[src/rtl/pvfd_pkg.sv]
// Shared types, constants and helpers for the prefix varint field decoder.
// No dependencies; used by pvfd_step and prefix_varint_field_decoder.
package pvfd_pkg;

	// Result status codes
	typedef enum logic [1:0] {
		ST_OK          = 2'd0,
		ST_ZERO_PREFIX = 2'd1,
		ST_TRUNCATED   = 2'd2
	} status_t;

	// Input beat: one byte of the coded buffer
	typedef struct packed {
		logic [7:0] byte_value;
		logic       buffer_last;
	} in_beat_t;

	// Output beat: one decoded field or one error
	typedef struct packed {
		logic [31:0] value_high;
		logic [63:0] value_low;
		logic [6:0]  bit_length;
		logic [3:0]  byte_length;
		status_t     status;
	} out_beat_t;

	// Field parse state carried from byte to byte
	typedef struct packed {
		logic        in_field;
		logic [3:0]  bytes_left;
		logic [3:0]  field_size;
		logic [31:0] acc_hi;
		logic [63:0] acc_lo;
		logic [6:0]  acc_bits;   // running bit length of acc_hi:acc_lo
	} field_state_t;

	// Result of one decode step
	typedef struct packed {
		logic      emit;
		out_beat_t beat;
	} step_res_t;

	// Field length in bytes, indexed by the count of leading zero bits of the prefix byte
	localparam logic [3:0] LEN_TABLE [8] = '{
		4'd1, 4'd2, 4'd3, 4'd4, 4'd6, 4'd8, 4'd10, 4'd13
	};

	localparam logic [6:0] BYTE_BITS = 7'd8;

	// Position of highest set bit plus one, 0 for zero
	function automatic logic [3:0] bit_len8(input logic [7:0] v);
		logic [3:0] n;
		n = '0;
		for (int i = 0; i < 8; i++) begin
			if (v[i]) begin
				n = 4'(i + 1);
			end
		end
		return n;
	endfunction

endpackage

[src/rtl/pvfd_step.sv]
// Combinational decode of one byte against the current field state.
// Depends on pvfd_pkg.
module pvfd_step (
	input  pvfd_pkg::field_state_t cur,
	input  pvfd_pkg::in_beat_t     beat,
	output pvfd_pkg::field_state_t nxt,
	output pvfd_pkg::step_res_t    res
);

	logic [7:0]  b;
	logic [3:0]  nb;
	logic [2:0]  pos;
	logic [7:0]  payload;
	logic [3:0]  pay_bits;
	logic [3:0]  size;
	logic [3:0]  left;
	logic [31:0] sh_hi;
	logic [63:0] sh_lo;
	logic [6:0]  sh_bits;

	// Prefix byte decode
	always_comb begin
		b        = beat.byte_value;
		nb       = pvfd_pkg::bit_len8(b);
		pos      = 3'(nb - 4'd1);
		payload  = b & ~(8'd1 << pos);
		pay_bits = pvfd_pkg::bit_len8(payload);
		size     = pvfd_pkg::LEN_TABLE[3'(4'd8 - nb)];
	end

	// Continuation byte: shift in big-endian, track bit length incrementally
	always_comb begin
		sh_hi   = {cur.acc_hi[23:0], cur.acc_lo[63:56]};
		sh_lo   = {cur.acc_lo[55:0], b};
		sh_bits = (cur.acc_bits != '0) ? cur.acc_bits + pvfd_pkg::BYTE_BITS
		                               : 7'(pvfd_pkg::bit_len8(b));
		left    = cur.bytes_left - 4'd1;
	end

	// Next state and result
	always_comb begin
		nxt  = '0;
		res  = '0;
		res.beat.status = pvfd_pkg::ST_OK;
		if (!cur.in_field) begin
			if (b == 8'd0) begin
				res.emit             = 1'b1;
				res.beat.byte_length = 4'd1;
				res.beat.status      = pvfd_pkg::ST_ZERO_PREFIX;
			end else if (size == 4'd1) begin
				res.emit             = 1'b1;
				res.beat.value_low   = {56'd0, payload};
				res.beat.bit_length  = 7'(pay_bits);
				res.beat.byte_length = 4'd1;
			end else if (beat.buffer_last) begin
				res.emit             = 1'b1;
				res.beat.byte_length = 4'd1;
				res.beat.status      = pvfd_pkg::ST_TRUNCATED;
			end else begin
				nxt.in_field   = 1'b1;
				nxt.bytes_left = size - 4'd1;
				nxt.field_size = size;
				nxt.acc_lo     = {56'd0, payload};
				nxt.acc_bits   = 7'(pay_bits);
			end
		end else begin
			if (left == 4'd0) begin
				res.emit             = 1'b1;
				res.beat.value_high  = sh_hi;
				res.beat.value_low   = sh_lo;
				res.beat.bit_length  = sh_bits;
				res.beat.byte_length = cur.field_size;
			end else if (beat.buffer_last) begin
				res.emit             = 1'b1;
				res.beat.byte_length = cur.field_size - left;
				res.beat.status      = pvfd_pkg::ST_TRUNCATED;
			end else begin
				nxt.in_field   = 1'b1;
				nxt.bytes_left = left;
				nxt.field_size = cur.field_size;
				nxt.acc_hi     = sh_hi;
				nxt.acc_lo     = sh_lo;
				nxt.acc_bits   = sh_bits;
			end
		end
	end

endmodule

[src/rtl/prefix_varint_field_decoder.sv]
// Top level of the prefix-length varint field decoder.
// Depends on pvfd_pkg and pvfd_step.
//
// Usage:
//   in_valid/in_ready/in_data carry one byte of the coded buffer per beat,
//   with buffer_last marking the final byte of a buffer. out_valid/out_ready/
//   out_data carry one result per completed field or per error: the value
//   (96 bits as value_high:value_low), its bit length, the bytes consumed
//   and a status (ok, zero prefix byte, buffer ended inside a field).
//   Bytes that neither finish a field nor fail produce no result beat.
// Timing:
//   One byte per cycle while the input is not stalled. A byte is registered
//   at acceptance, then decoded against the field state in the next cycle;
//   the result beat goes to the output register, which drives out_valid.
//   The field accumulator updates once per byte, which sets the rate.
// Reset:
//   arst_n clears the input stage, the field state and out_valid; the block
//   then waits for a prefix byte.
// Back-pressure:
//   The output register holds a result while out_ready is low; the input
//   stage keeps taking bytes that emit nothing, and stalls only when a byte
//   that emits a result finds the output register still occupied.
module prefix_varint_field_decoder (
	input  logic                clk,
	input  logic                arst_n,
	input  logic                in_valid,
	output logic                in_ready,
	input  pvfd_pkg::in_beat_t  in_data,
	output logic                out_valid,
	input  logic                out_ready,
	output pvfd_pkg::out_beat_t out_data
);

	logic                   valid_s1;
	pvfd_pkg::in_beat_t     beat_s1;
	pvfd_pkg::field_state_t state_q;
	pvfd_pkg::field_state_t state_nxt;
	pvfd_pkg::step_res_t    step_res;
	logic                   out_valid_q;
	pvfd_pkg::out_beat_t    out_data_q;
	logic                   out_free;
	logic                   adv_s1;

	pvfd_step u_step (
		.cur  (state_q),
		.beat (beat_s1),
		.nxt  (state_nxt),
		.res  (step_res)
	);

	// Stage advance: stall only when a result has nowhere to go
	always_comb begin
		out_free = !out_valid_q || out_ready;
		adv_s1   = valid_s1 && (!step_res.emit || out_free);
		in_ready = !valid_s1 || adv_s1;
	end

	// Input register
	always_ff @(posedge clk or negedge arst_n) begin
		if (!arst_n) begin
			valid_s1 <= 1'b0;
		end else if (in_ready) begin
			valid_s1 <= in_valid;
		end
	end

	always_ff @(posedge clk) begin
		if (in_valid && in_ready) begin
			beat_s1 <= in_data;
		end
	end

	// Field state
	always_ff @(posedge clk or negedge arst_n) begin
		if (!arst_n) begin
			state_q <= '0;
		end else if (adv_s1) begin
			state_q <= state_nxt;
		end
	end

	// Result register
	always_ff @(posedge clk or negedge arst_n) begin
		if (!arst_n) begin
			out_valid_q <= 1'b0;
		end else if (adv_s1 && step_res.emit) begin
			out_valid_q <= 1'b1;
		end else if (out_ready) begin
			out_valid_q <= 1'b0;
		end
	end

	always_ff @(posedge clk) begin
		if (adv_s1 && step_res.emit) begin
			out_data_q <= step_res.beat;
		end
	end

	assign out_valid = out_valid_q;
	assign out_data  = out_data_q;

endmodule
[config.mk]
export PLATFORM = sky130hd
export DESIGN_NAME = prefix_varint_field_decoder
export DESIGN_NICKNAME = d
export VERILOG_FILES = /design/src/rtl/pvfd_pkg.sv /design/src/rtl/pvfd_step.sv /design/src/rtl/prefix_varint_field_decoder.sv
export SDC_FILE = /design/constraint.sdc
export NUM_CORES = 1
export LEC_CHECK = 0
export BUFFER_PORTS_ARGS = -buffer_cell sky130_fd_sc_hd__buf_2
export CELL_PAD_IN_SITES_DETAIL_PLACEMENT = 1
export CELL_PAD_IN_SITES_GLOBAL_PLACEMENT = 1
export CORE_UTILIZATION = 45
export DETAILED_ROUTE_END_ITERATION = 8
export HOLD_SLACK_MARGIN = 0.03
export PLACE_DENSITY = 0.79
export SLEW_MARGIN = 10
export SYNTH_ARGS = -nofsm -noshare
export SYNTH_HDL_FRONTEND = slang
export SYNTH_SLANG_ARGS = --single-unit
[constraint.sdc]
create_clock -name clk -period 11.9 [get_ports clk]
set_input_delay 0.595 -clock clk [delete_from_list [all_inputs] [get_ports clk]]
set_output_delay 0.595 -clock clk [all_outputs]
set_load 0.01 [all_outputs]
=== Word level (Yosys, flattened, before mapping) ===
Memory sizes are Yosys's and may differ from the RTL's.
Cells that the tools add are included.

* Add/subtract/negate cells: 6
* $mul: 0
* Divide/modulo/power cells: 0
* Order comparisons: 1
* Equal/unequal tests: 2
* Shift-type cells: 1
* Mux-type cells: 48
* Bitwise logic cells: 3
* Reductions and logical operators: 15

{| class="wikitable"
|+ Operator list
! kind !! count
|-
| 2-to-1 mux 71 bit || 4
|-
| 2-to-1 mux 112 bit || 2
|-
| 2-to-1 mux 77 bit || 1
|-
| 2-to-1 mux 15 bit || 3
|-
| 2-to-1 mux 9 bit || 4
|-
| 2-to-1 mux 3 bit || 9
|-
| 2-to-1 mux 24 bit || 1
|-
| 2-to-1 mux 4 bit || 6
|-
| 2-to-1 mux 2 bit || 6
|-
| 2-to-1 mux 6 bit || 2
|-
| 2-to-1 mux 1 bit || 9
|-
| AND 8 bit || 1
|-
| logical NOT 8 bit || 1
|-
| inverter 8 bit || 1
|-
| << shifter 1 x 3 -> 8 bit, first input constant || 1
|-
| subtractor 4 x 1 -> 4 bit, second input constant || 2
|-
| adder 7 x 4 -> 7 bit, second input constant || 1
|-
| 2-to-1 mux 7 bit || 1
|-
| nonzero test 7 bit || 1
|-
| equality test 4 x 1 -> 1 bit, second input constant || 1
|-
| greater-or-equal comparator 4 bit, second input constant || 1
|-
| logical NOT 4 bit || 1
|-
| inverter 3 -> 4 bit || 1
|-
| AND reduction 2 bit || 2
|-
| 8 further kinds || 14
|}

* Bits in registers: 224
* Bits in latches: 0
* Memory bits (writable): 0
* Memory bits (read-only): 32
* Input bits: 13
* Output and inout bits: 111
* Memories: 1

{| class="wikitable"
|+ Memories
! name !! depth !! width !! read ports !! clocked after memory_dff !! write ports !! line !! source
|-
| (no name shown) || 8 || 4 || 1 || 0 || 0 || pvfd_step.sv:28 || <nowiki>size = pvfd_pkg::LEN_TABLE[3'(4'd8 - nb)];</nowiki>
|}

=== Depth between registers and ports, before layout ===
Gate-level depths: netlist of the first run.

* Word-level depth: 24
* Depth in mapped cells: 18
* Mapped depth without buffers: 14

=== Hierarchy ===
From an unflattened synthesis of the first run, not the netlist that was laid out.

* Cell total of the unflattened synthesis: 1174
* Area, all modules: 12704.7 sq um

{| class="wikitable"
|+ Modules (own cells, without submodules)
! module !! times used !! cells an instance !! area an instance (sq um) !! seq. area each (sq um)
|-
| prefix_varint_field_decoder || 1 || 765 || 10209.8 || 6396.1
|-
| pvfd_step || 1 || 409 || 2494.9 || 0.0
|}

=== Worst setup path after synthesis of the first run ===
No wires, ideal clock.

* Kind: register -> register
* Start: register beat_s1[6] in the netlist's numbering
* End: register out_data_q (netlist bit out_data[0]), enable pin
* Arrival: 8.091 ns
* Data required time: 11.322 ns
* Slack: 3.230 ns
* Cell stages (with the launch flop): 18
* Path buffers: 3
* Period minus slack after synthesis: 8.670 ns
* Cell sequence: edfxtp_1 > nor2_1 > o31a_4 > a31oi_1 > ha_1 > clkbuf_1 > nor2_1 > o311ai_0 > a21oi_1 > a21o_1 > ha_1 > nor2b_1 > and4_1 > o21ai_2 > o21ai_2 > buf_4 > buf_4 > nor2_1

* Cells in the longest elaborated chain, start to end: 16
* Elaborated cells on any way between the ends: 17

{| class="wikitable"
|+ RTL lines
! what !! line !! source
|-
| start: declaration || prefix_varint_field_decoder.sv:35 || <nowiki>pvfd_pkg::in_beat_t beat_s1;</nowiki>
|-
| start signal: assignment || prefix_varint_field_decoder.sv:69 || <nowiki>beat_s1 <= in_data;</nowiki>
|-
| 2-to-1 mux 3 bit (2 in a row) || pvfd_pkg.sv:55 || <nowiki>if (v[i]) begin</nowiki>
|-
| 2-to-1 mux 4 bit || -- ||
|-
| subtractor 1 x 3 -> 3 bit || pvfd_step.sv:28 ||
|-
| inverter 3 -> 4 bit (not written as such) || pvfd_step.sv:28 ||
|-
| memory (8 x 4 bit) || -- ||
|-
| 2-to-1 mux 4 bit (not written as such) (2 in a row) || pvfd_step.sv:28 ||
|-
| equality test 4 x 1 -> 1 bit || pvfd_step.sv:50 || <nowiki>end else if (size == 4'd1) begin</nowiki>
|-
| 2-to-1 mux 1 bit || pvfd_step.sv:50 ||
|-
| 2-to-1 mux 1 bit * || pvfd_step.sv:46 || <nowiki>if (b == 8'd0) begin</nowiki>
|-
| 2-to-1 mux 1 bit * || pvfd_step.sv:45 || <nowiki>if (!cur.in_field) begin</nowiki>
|-
| logical NOT 1 bit || prefix_varint_field_decoder.sv:54 || <nowiki>adv_s1 = valid_s1 && (!step_res.emit || out_free);</nowiki>
|-
| logical OR 1 bit || prefix_varint_field_decoder.sv:54 ||
|-
| logical AND 1 bit || prefix_varint_field_decoder.sv:54 ||
|-
| logical AND 1 bit * || prefix_varint_field_decoder.sv:94 || <nowiki>if (adv_s1 && step_res.emit) begin</nowiki>
|-
| end signal: assignment || prefix_varint_field_decoder.sv:95 || <nowiki>out_data_q <= step_res.beat;</nowiki>
|-
| end: declaration || prefix_varint_field_decoder.sv:40 || <nowiki>pvfd_pkg::out_beat_t out_data_q;</nowiki>
|}

Mark *: on every way between the ends. The rest lies on a longest branch, timed or not. The select of a mux whose other input is x is not followed.
A chain may end at the register's enable or synchronous reset.

=== Worst setup path in the final report of the first run ===
* Start: register beat_s1[6] in the netlist's numbering
* End: output in_ready

* Cells in the longest elaborated chain, start to end: 16
* Elaborated cells on any way between the ends: 17

{| class="wikitable"
|+ RTL lines
! what !! line !! source
|-
| 2-to-1 mux 3 bit (2 in a row) || pvfd_pkg.sv:55 ||
|-
| 2-to-1 mux 4 bit || -- ||
|-
| subtractor 1 x 3 -> 3 bit || pvfd_step.sv:28 ||
|-
| inverter 3 -> 4 bit (not written as such) || pvfd_step.sv:28 ||
|-
| memory (8 x 4 bit) || -- ||
|-
| 2-to-1 mux 4 bit (not written as such) (2 in a row) || pvfd_step.sv:28 ||
|-
| equality test 4 x 1 -> 1 bit || pvfd_step.sv:50 ||
|-
| 2-to-1 mux 1 bit || pvfd_step.sv:50 ||
|-
| 2-to-1 mux 1 bit * || pvfd_step.sv:46 ||
|-
| 2-to-1 mux 1 bit * || pvfd_step.sv:45 ||
|-
| logical NOT 1 bit * || prefix_varint_field_decoder.sv:54 ||
|-
| logical OR 1 bit * || prefix_varint_field_decoder.sv:54 ||
|-
| logical AND 1 bit * || prefix_varint_field_decoder.sv:54 ||
|-
| logical OR 1 bit * || prefix_varint_field_decoder.sv:55 || <nowiki>in_ready = !valid_s1 || adv_s1;</nowiki>
|-
| end: declaration || prefix_varint_field_decoder.sv:27 || <nowiki>output logic in_ready,</nowiki>
|}

Marked as above.

==> results of run 1 <==
Yosys cell counts (4+ instances only):
library cell  count  share of area (%)
a21oi_1          15               0.81
or3_1             4               0.27
dfrtp_1         106                 29
buf_4             4               0.32
nor2b_1          13               0.87
o22ai_1           5               0.34
nand2_1          15               0.61
and2_1           87                5.9
xnor2_1           7               0.66
a21o_1            4               0.32
a21boi_0          4               0.32
ha_1              9                1.2
o21ai_0          27                1.5
nand2b_1          7               0.47
edfxtp_1        118                 38
inv_1            22               0.89
clkbuf_1         23               0.93
buf_2            10               0.54
a31oi_1           5               0.34
nand3_1           5               0.27
mux2i_1           6               0.65
nor2_1           31                1.3
nor3_1            7               0.38
a22o_1           84                7.9
per-layer routing:
layer | up-vias | GRT usage [%]
met5 | - | 0
met4 | 0 | 7.68
met3 | 48 | 3.23
met2 | 161 | 38.2
met1 | 3075 | 28.7
li1 | 2775 | -
registers in the layout, summed over array words and instances, names as in the netlist:
name / cells
beat_s1: 9
out_data: 109
out_valid: 1
state_q: 104
valid_s1: 1
logic make-up (layout without fill, tap and decap cells):
group,after synthesis,after routing,share of synthesized area (%)
XOR/XNOR,8,8,0.754
AND/OR/NAND/NOR,181,181,10.9
multiplexers,13,13,1.57
adder cells (fa/ha/maj),10,10,1.43
buffers and inverters,62,194,2.88
AO/OA/AOI/OAI,185,185,15.8
flip-flops,224,224,66.6
how the worst max path moves through the flow:
stage | endpoint | cells after the start | start
after detailed placement | out_data[18]$_DFFE_PP_ | 14 | beat_s1[6]$_DFFE_PP_
after CTS | out_data[18]$_DFFE_PP_ | 14 | beat_s1[6]$_DFFE_PP_
final | in_ready | 14 | beat_s1[6]$_DFFE_PP_
after global routing | out_data[13]$_DFFE_PP_ | 15 | beat_s1[6]$_DFFE_PP_
after floorplan | out_data[0]$_SDFFCE_PP0P_ | 17 | beat_s1[6]$_DFFE_PP_
after global placement | out_data[34]$_SDFFCE_PN0P_ | 14 | beat_s1[6]$_DFFE_PP_
final cells by class:
class / count / area, um2
Clock buffer: 28 / 646
Clock inverter: 14 / 140
Fill cell: 2025 / 9280
Inverter: 22 / 82.6
Multi-Input combinational cell: 397 / 2860
Sequential cell: 224 / 6200
Tap cell: 270 / 338
Timing Repair Buffer: 130 / 691
stage by stage:
stage | util (%) | hold WS [ps] | cells | total power [mW] | area (um2)
final | 54.1 | 41.7 | 1085 | 2.38 | 11000
after global routing | 54.1 | 72.7 | 1085 | 2.49 | 11000
after CTS | 54.0 | 43.7 | 1084 | 2.40 | 10900
after detailed placement | 50.1 | 486 | 1042 | 1.66 | 10100
after global placement | 50.1 | 481 | 1042 | 1.63 | 10100
after floorplan | - | 299 | 683 | 1.44 | 9300
critical path: stages, from the launching register on:
cell      delay, ps
edfxtp_1        570
nor2_1          580
o31a_4          320
a31oi_1          90
ha_1            490
nor2_1          250
o311ai_0        220
a21oi_1         280
a21o_1          190
ha_1            180
nor2b_1         280
nand4_1         350
a21oi_4         370
nand3_1         140
buf_2           180
power by group:
| part | total, mW | internal [mW] | switching [mW] | leakage, nW |
|---|---|---|---|---|
| clock | 0.732 | 0.433 | 0.299 | 0.394 |
| sequential | 1.06 | 0.981 | 0.0770 | 2.61 |
| combinational | 0.588 | 0.199 | 0.389 | 1.69 |
| total | 2.38 | 1.61 | 0.765 | 4.70 |
==> results.md, run 1 <==
- Deepest clock path buffer count: 3
- Fmax: 0.178 GHz
- Post-cts resize count: 0
- M1 WL: 9.61 mm
- GRT Residual Overflow: 0
- Core ar.: 20200 um2
- Outcome: finished clean
- Nets: 821
- Data arrival, critical path: 5030 ps
- CTS Sinks: 224
- Worst min path class: input pin to asynchronous set/reset pin
- Least-Margin Pin Slew: 978 ps
- Post-DP HPWL: 15.1 mm
- Skew final: 12.5 ps
- Final ANT Viol Nets: 0
- Max layer used: met4
- Static Leak: 4.70 nW
- Min Tclk post-route: 5630 ps
- Mapped Area: 9300 um2
- Yosys warnings: 0
- Routed length per instance: 21.2 um
- Clk Latency, worst-skew pair: 520 ps
- I/O Buffers: 123
- Syn_area_per_cell: 13.6 um2
- Setup TNS: 0 ps
- Die height: 146 um
- Maximum vdd drop: 0.122 mV
- IO Pins: 124
- Num rows: 52
- Max Slew Vio Count: 0
- CTS Hold Bufs: 0
- Worst path required time: 11310 ps
- Final worst slack: 6270 ps
- CTS Root Cell: clkbuf_16
- First-pass GRT wire length: 36.7 mm
- Post-Syn Nets: 706
- Synth cell types: 64
- WS Path Type: register to output port
- H-tree depth: 1
- Critical path fanouts, max: 14
- FFs w/ async S/R, synth: 47.3%
- Vias in the first global route: 6484
- Clk slew on worst S/H paths: 60 ps
- Leading register cell type out of synthesis: edfxtp_1
- Starting density of the core: 45.9%
- WL met3: 977 um
- Detailed Route WL: 23.0 mm
- Hold Fails Final Rpt: 0
- Post-CTS Repair Setup Buffers: 0
- Via Count: 6059
- Count of flip-flops with a built-in enable after synthesis: 118
- Pre-CTS WS: 6210 ps
- Register-to-register setup slack: 6340 ps
- Largest net degree at the start of global routing: 100
- ANT cells: 0
- Via density: 5.58
- Leading cell type in the layout, fill and taps excluded: buf_2
- Unrepaired setup endpoints after global routing: no
- Pwr/cell area: 217 nW/um2
- Die extent in x: 146 um
- Reg2Reg Launch Point: beat_s1[6]$_DFFE_PP_
- Max Cap Viol: 0
- Layout area overhead: 17.8%
- CP Launch Type: register
- Commonest cells after routing, fill and taps aside: buf_2, edfxtp_1, dfrtp_1
- Fin crit share: 47.3%
- Seq/Total Area, Yosys: 66.6%
- Met2 WL post-DR: 11.7 mm
- Final Wtd Congestion: 0.913
- TritonCTS Buffers: 23
- FF-to-FF End: out_data[16]$_DFFE_PP_
- Layout cells sized above 1: 23.3%
- Critical Path Sink Type: output port
- Seq cells post-synth: 224
- Worst rel slew slack: 34.5%
- First-pass iteration count of the detailed router: 4
- Initial antenna violation count: 0
- Post-Syn Instances: 683
- DIE AREA: 21200 um2
- Total track usage: 22.2%
- Final setup vio count: 0
- DRC viols: 0
- CTS tree: built
- R2R cell count: 15
- DR iter-0 viols: 344
Power figures use the tool's default switching activity.
==> run 2, diff against run 1 <==
==> constraint.sdc (replaced) <==
create_clock -name clk -period 5.9 [get_ports clk]
set_input_delay 0.295 -clock clk [delete_from_list [all_inputs] [get_ports clk]]
set_output_delay 0.295 -clock clk [all_outputs]
set_load 0.01 [all_outputs]
==> run 2 against run 1 <==
  * Critical path depth is 1 higher
  * Critical path type is now register to register
  * Non-clock buffer count up 13
  * Highest routed layer unchanged
  * Die area did not move
  * Clock power grew 110%
  * Largest power group unchanged
==> results.md, run 2 (same netlist as run 1, synthesis figures left out) <==
- Critical path fanouts, max: 85
- Leading cell type in the layout, fill and taps excluded: buf_2
- Static Leak: 4.75 nW
- Largest net degree at the start of global routing: 91
- Core ar.: 20200 um2
- First-pass iteration count of the detailed router: 4
- Hold_ws: 266 ps
- ANT cells: 0
- Combinational power share: 24.6%
- Least-Margin Pin Slew: 990 ps
- Storage cell area: 6200 um2
- Detailed Route WL: 22.9 mm
- GRT Residual Overflow: 0
- I/O Buffers: 123
- Worst min path class: input pin to register
- Final setup vio count: 0
- Die extent in x: 146 um
- Area occupied by multi-input gates: 2860 um2
- Commonest cells after routing, fill and taps aside: buf_2, edfxtp_1, dfrtp_1
- TritonCTS Buffers: 23
- Final ANT Viol Nets: 0
- CP peak stage delay: 720 ps
- Initial antenna violation count: 0
- Layout cells sized above 1: 22.8%
- Total track usage: 22.1%
- Skew final: 8.09 ps
- CP top delay family: compound AO/OA/AOI/OAI gates
- Setup TNS: 0 ps
- DR iter-0 viols: 271
- Crit path cell chain: nor2_1 > o31a_4 > a31oi_1 > ha_1 > nor2_1 > o311ai_0 > a21oi_1 > a21o_1 > ha_1 > nor2b_1 > and4_1 > o21ai_2 > o21ai_4 > buf_4 > o22ai_1
- Die height: 146 um
- Max Cap Viol: 0
- CTS Root Cell: clkbuf_16
- Total internal power: 3.30 mW
- Worst path required time: 6240 ps
- Min Tclk post-route: 5270 ps
- Post-cts resize count: 0
- Layout area overhead: 19.2%
- Slowest CP cell: buf_4
- CTS tree: built
- Post-DP HPWL: 14.8 mm
- Largest register FFs: 109
- Data arrival, critical path: 5610 ps
- Psw: 1.53 mW
- H-tree depth: 1
- CP Launch Type: register
- Routed length per instance: 20.8 um
- Unrepaired setup endpoints after global routing: no
- IO Pins: 124
- Worst path bufs/invs: 1
- Switching share of power: 31.8%
- Pwr/cell area: 436 nW/um2
- Critical Path Sink Type: register
- Maximum vdd drop: 0.296 mV
- Clk Latency, worst-skew pair: 520 ps
- Outcome: finished clean
- Starting density of the core: 45.9%
- Filler cell count: 2046
- Vias in the first global route: 6626
- DIE AREA: 21200 um2
- Fin crit share: 89.3%
- Clock share of power: 31.3%
- Clk slew on worst S/H paths: 60 ps
- Nets: 834
- Deepest clock path buffer count: 3
- DRC viols: 0
- WS Path Type: register to register
- Hold Fails Final Rpt: 0
- Max Slew Vio Count: 0
- Worst rel slew slack: 34.0%
- Via Count: 6102
- Fmax: 0.190 GHz
- Final Wtd Congestion: 0.875
- Num rows: 52
- Seq pwr share: 44.1%
- CTS Sinks: 224
- First-pass GRT wire length: 37.1 mm
- Via density: 5.56
-- run 2: path summary, 6_finish.rpt --
path	start	end	slack (ps)	cells past startpoint
hold / removal	out_ready	valid_s1$_DFFE_PN0N_	270	4
setup / recovery	beat_s1[6]$_DFFE_PP_	state_q[109]$_DFFE_PN0P_	630	15
min in group asynchronous	arst_n	state_q[66]$_DFFE_PN0P_	280	2
hold reg to reg	state_q[89]$_DFFE_PN0P_	state_q[89]$_DFFE_PN0P_	500	1
setup reg to reg	beat_s1[6]$_DFFE_PP_	state_q[109]$_DFFE_PN0P_	630	15
max in group asynchronous	arst_n	state_q[86]$_DFFE_PN0P_	4320	3
-- run 2: through the flow --
| stage | total power [mW] | cell area [um2] | setup slack [ps] | util (%) | instances |
|---|---|---|---|---|---|
| after global routing | 5.05 | 11100 | 193 | 54.7 | 1098 |
| after CTS | 4.87 | 11100 | 688 | 54.7 | 1098 |
| after detailed placement | 3.32 | 10200 | 733 | 50.3 | 1045 |
| final | 4.83 | 11100 | 634 | 54.7 | 1098 |
| after floorplan | 2.88 | 9300 | 272 | - | 683 |
| after global placement | 3.27 | 10200 | 922 | 50.3 | 1045 |
-- run 2: repair_timing --
action | in CTS | in global routing
hold buffers | 11 | 0
endpoints found under the hold margin | 44 | 0
setup buffers | 0 | 0
-- run 2: layout make-up --
class / instances / share of cell area [%]
Sequential cell: 224 / 55.9
Multi-Input combinational cell: 397 / 25.8
Timing Repair Buffer: 143 / 7.30
Clock buffer: 29 / 5.49
Tap cell: 270 / 3.05
Clock inverter: 13 / 1.65
Inverter: 22 / 0.745
-- run 2: power groups by stage --
stage	Sequential, mW	Combinational (mW)	Clock (mW)
global route	2.16	1.30	1.60
detailed placement	2.15	1.16	0
floorplan	2.22	0.663	0
global placement	2.14	1.13	0
finish	2.13	1.19	1.51
CTS	2.13	1.20	1.55
-- run 2: tightest hold or removal path, stage by stage --
cell and delay [ps]:
buf_2 120, nor2b_1 140, nand3_1 130, nand2_1 50
-- run 2: layer usage --
layer / wire length [um] / share of wire, % / global-route usage (%)
met1: 9740 / 43 / 28.1
met2: 11700 / 51 / 39.0
met3: 827 / 3.6 / 3.26
met4: 569 / 2.5 / 6.74
met5: 0 / 0 / 0
==> run 3, diff against run 2 <==
--- a/config.mk
+++ b/config.mk
@@ -9,6 +9,7 @@
 export CELL_PAD_IN_SITES_DETAIL_PLACEMENT = 1
 export CELL_PAD_IN_SITES_GLOBAL_PLACEMENT = 1
 export CORE_UTILIZATION = 45
+export CTS_BUF_LIST = sky130_fd_sc_hd__clkbuf_16
 export DETAILED_ROUTE_END_ITERATION = 8
 export HOLD_SLACK_MARGIN = 0.03
 export PLACE_DENSITY = 0.79
==> run 3 against run 2 <==
  * Routed wire length up 0.81%
  * Clock skew down 1.6 ps
  * Critical path depth unchanged
  * Global-route usage up 0.17 points
  * Via count up 0.77%
  * Clock power about the same
  * Utilization about the same
  * Cell count unchanged
  * Non-clock buffer count unchanged
  * Sequential share of layout area up 0.051 points
  * Critical path type unchanged
  * Critical endpoint is now state_q[52]$_DFFE_PN0P_
==> results.md, run 3 (same netlist as run 1, synthesis figures left out) <==
- Min Tclk post-route: 5270 ps
- Post-cts resize count: 0
- Layout area overhead: 19.1%
- Hold wc startpoint: out_ready
- Unrepaired setup endpoints after global routing: no
- Skew final: 6.49 ps
- Final worst slack: 631 ps
- Die extent in x: 146 um
- Critical Path Sink Type: register
- Post-DP HPWL: 14.8 mm
- Clock share of power: 31.1%
- Clk Latency, worst-skew pair: 520 ps
- Hold Fails Final Rpt: 0
- Largest register FFs: 109
- Final ANT Viol Nets: 0
- Fmax: 0.190 GHz
- Max Slew Vio Count: 0
- Reg2Reg Launch Point: beat_s1[6]$_DFFE_PP_
- GRT Residual Overflow: 0
- Leading cell type in the layout, fill and taps excluded: buf_2
- Largest net degree at the start of global routing: 91
- Static Leak: 4.76 nW
- Pwr/cell area: 435 nW/um2
- Core ar.: 20200 um2
- Routed length per instance: 21.0 um
- IO Pins: 124
- Fin crit share: 89.3%
- Worst min path class: input pin to register
- Max Cap Viol: 0
- Layout cells sized above 1: 22.7%
- Worst path required time: 6350 ps
- Total track usage: 22.3%
- Seq pwr share: 44.2%
- Final Wtd Congestion: 0.875
- CTS Root Cell: clkbuf_16
- Detailed Route WL: 23.1 mm
- Hold_ws: 265 ps
- First-pass GRT wire length: 37.3 mm
- Worst rel slew slack: 33.9%
- Pre-CTS WS: 733 ps
- Crit path from: beat_s1[6]$_DFFE_PP_
- First-pass iteration count of the detailed router: 5
- Least-Margin Pin Slew: 991 ps
- Nets: 834
- ANT cells: 0
- Die height: 146 um
- Commonest cells after routing, fill and taps aside: buf_2, edfxtp_1, dfrtp_1
- Total internal power: 3.27 mW
- Vias in the first global route: 6567
- Starting density of the core: 45.9%
- Maximum vdd drop: 0.298 mV
- I/O Buffers: 123
- Filler cell count: 2053
- Storage cell area: 6200 um2
- Num rows: 52
- Total power: 4.81 mW
- Psw: 1.54 mW
- Clk slew on worst S/H paths: 60 ps
- DR iter-0 viols: 364
- Post-layout util: 54.7%
- H-tree depth: 1
- Initial antenna violation count: 0
- WS Path Type: register to register
- CP Launch Type: register
- Via density: 5.60
- Deepest clock path buffer count: 3
- DIE AREA: 21200 um2
- TritonCTS Buffers: 23
- Final setup vio count: 0
- CTS tree: built
- Switching share of power: 32.0%
- Setup TNS: 0 ps
- Critical path fanouts, max: 85
- Via Count: 6149
- CTS Sinks: 224
- DRC viols: 0
- Outcome: finished clean
- Combinational power share: 24.7%
- Area occupied by multi-input gates: 2860 um2
- Data arrival, critical path: 5720 ps
[run 3: cell types whose count changed in the layout (fill, tap and decap cells not counted)]
cell      change
inv_1         +5
clkinv_1      +1
clkbuf_1      -5
clkbuf_8      -1
[run 3: final timing paths]
kind	to	slack [ps]	cells after the start
max in group asynchronous	state_q[86]$_DFFE_PN0P_	4320	3
hold reg to reg	state_q[89]$_DFFE_PN0P_	500	1
setup / recovery	state_q[52]$_DFFE_PN0P_	630	15
hold / removal	valid_s1$_DFFE_PN0N_	260	4
min in group asynchronous	state_q[66]$_DFFE_PN0P_	280	2
setup reg to reg	state_q[52]$_DFFE_PN0P_	630	15
[run 3: through the flow]
step / cells / instance area (um2)
4_1_cts: 1098 / 11100
5_1_grt: 1098 / 11100
2_1_floorplan: 683 / 9300
3_3_place_gp: 1045 / 10200
3_5_place_dp: 1045 / 10200
6_report: 1098 / 11100
[run 3: per-layer routing]
layer	part of all wire, %	GRT usage, %
met5	0	0
met4	2.2	6.05
met3	3.7	3.07
met2	52	39.3
met1	42	28.7
[run 3: final cells by class]
cell class	count	area share, %
flip-flops and latches	224	56.0
multi-input cells	397	25.9
repair buffers	143	7.30
clock buffers	23	5.20
well taps	270	3.05
clock inverters	19	1.85
inverters	22	0.746
[run 3: critical path: stages (launching register included)]
cell and delay (ps):
edfxtp_1 580, nor2_1 530, o31a_4 310, a31oi_1 90, ha_1 480, nor2_1 240, o311ai_0 210, a21oi_1 280
a21o_1 200, ha_1 190, nor2b_1 310, and4_1 350, o21ai_2 150, o21ai_4 240, buf_4 730, a22o_1 290
[run 3: power groups by stage]
| stage | Clock [mW] | Combinational [mW] | Sequential [mW] |
|---|---|---|---|
| 2_1_floorplan | 0 | 0.663 | 2.22 |
| 3_3_place_gp | 0 | 1.13 | 2.14 |
| 3_5_place_dp | 0 | 1.16 | 2.15 |
| 4_1_cts | 1.53 | 1.19 | 2.13 |
| 5_1_grt | 1.58 | 1.29 | 2.16 |
| 6_report | 1.50 | 1.19 | 2.13 |
[run 3: timing repair]
| action | 4_1_cts | 5_1_grt |
|---|---|---|
| setup buffers | 0 | 0 |
| setup endpoints to repair | 0 | 0 |
| endpoints found under the hold margin | 44 | 0 |
| hold buffers | 11 | 0 |
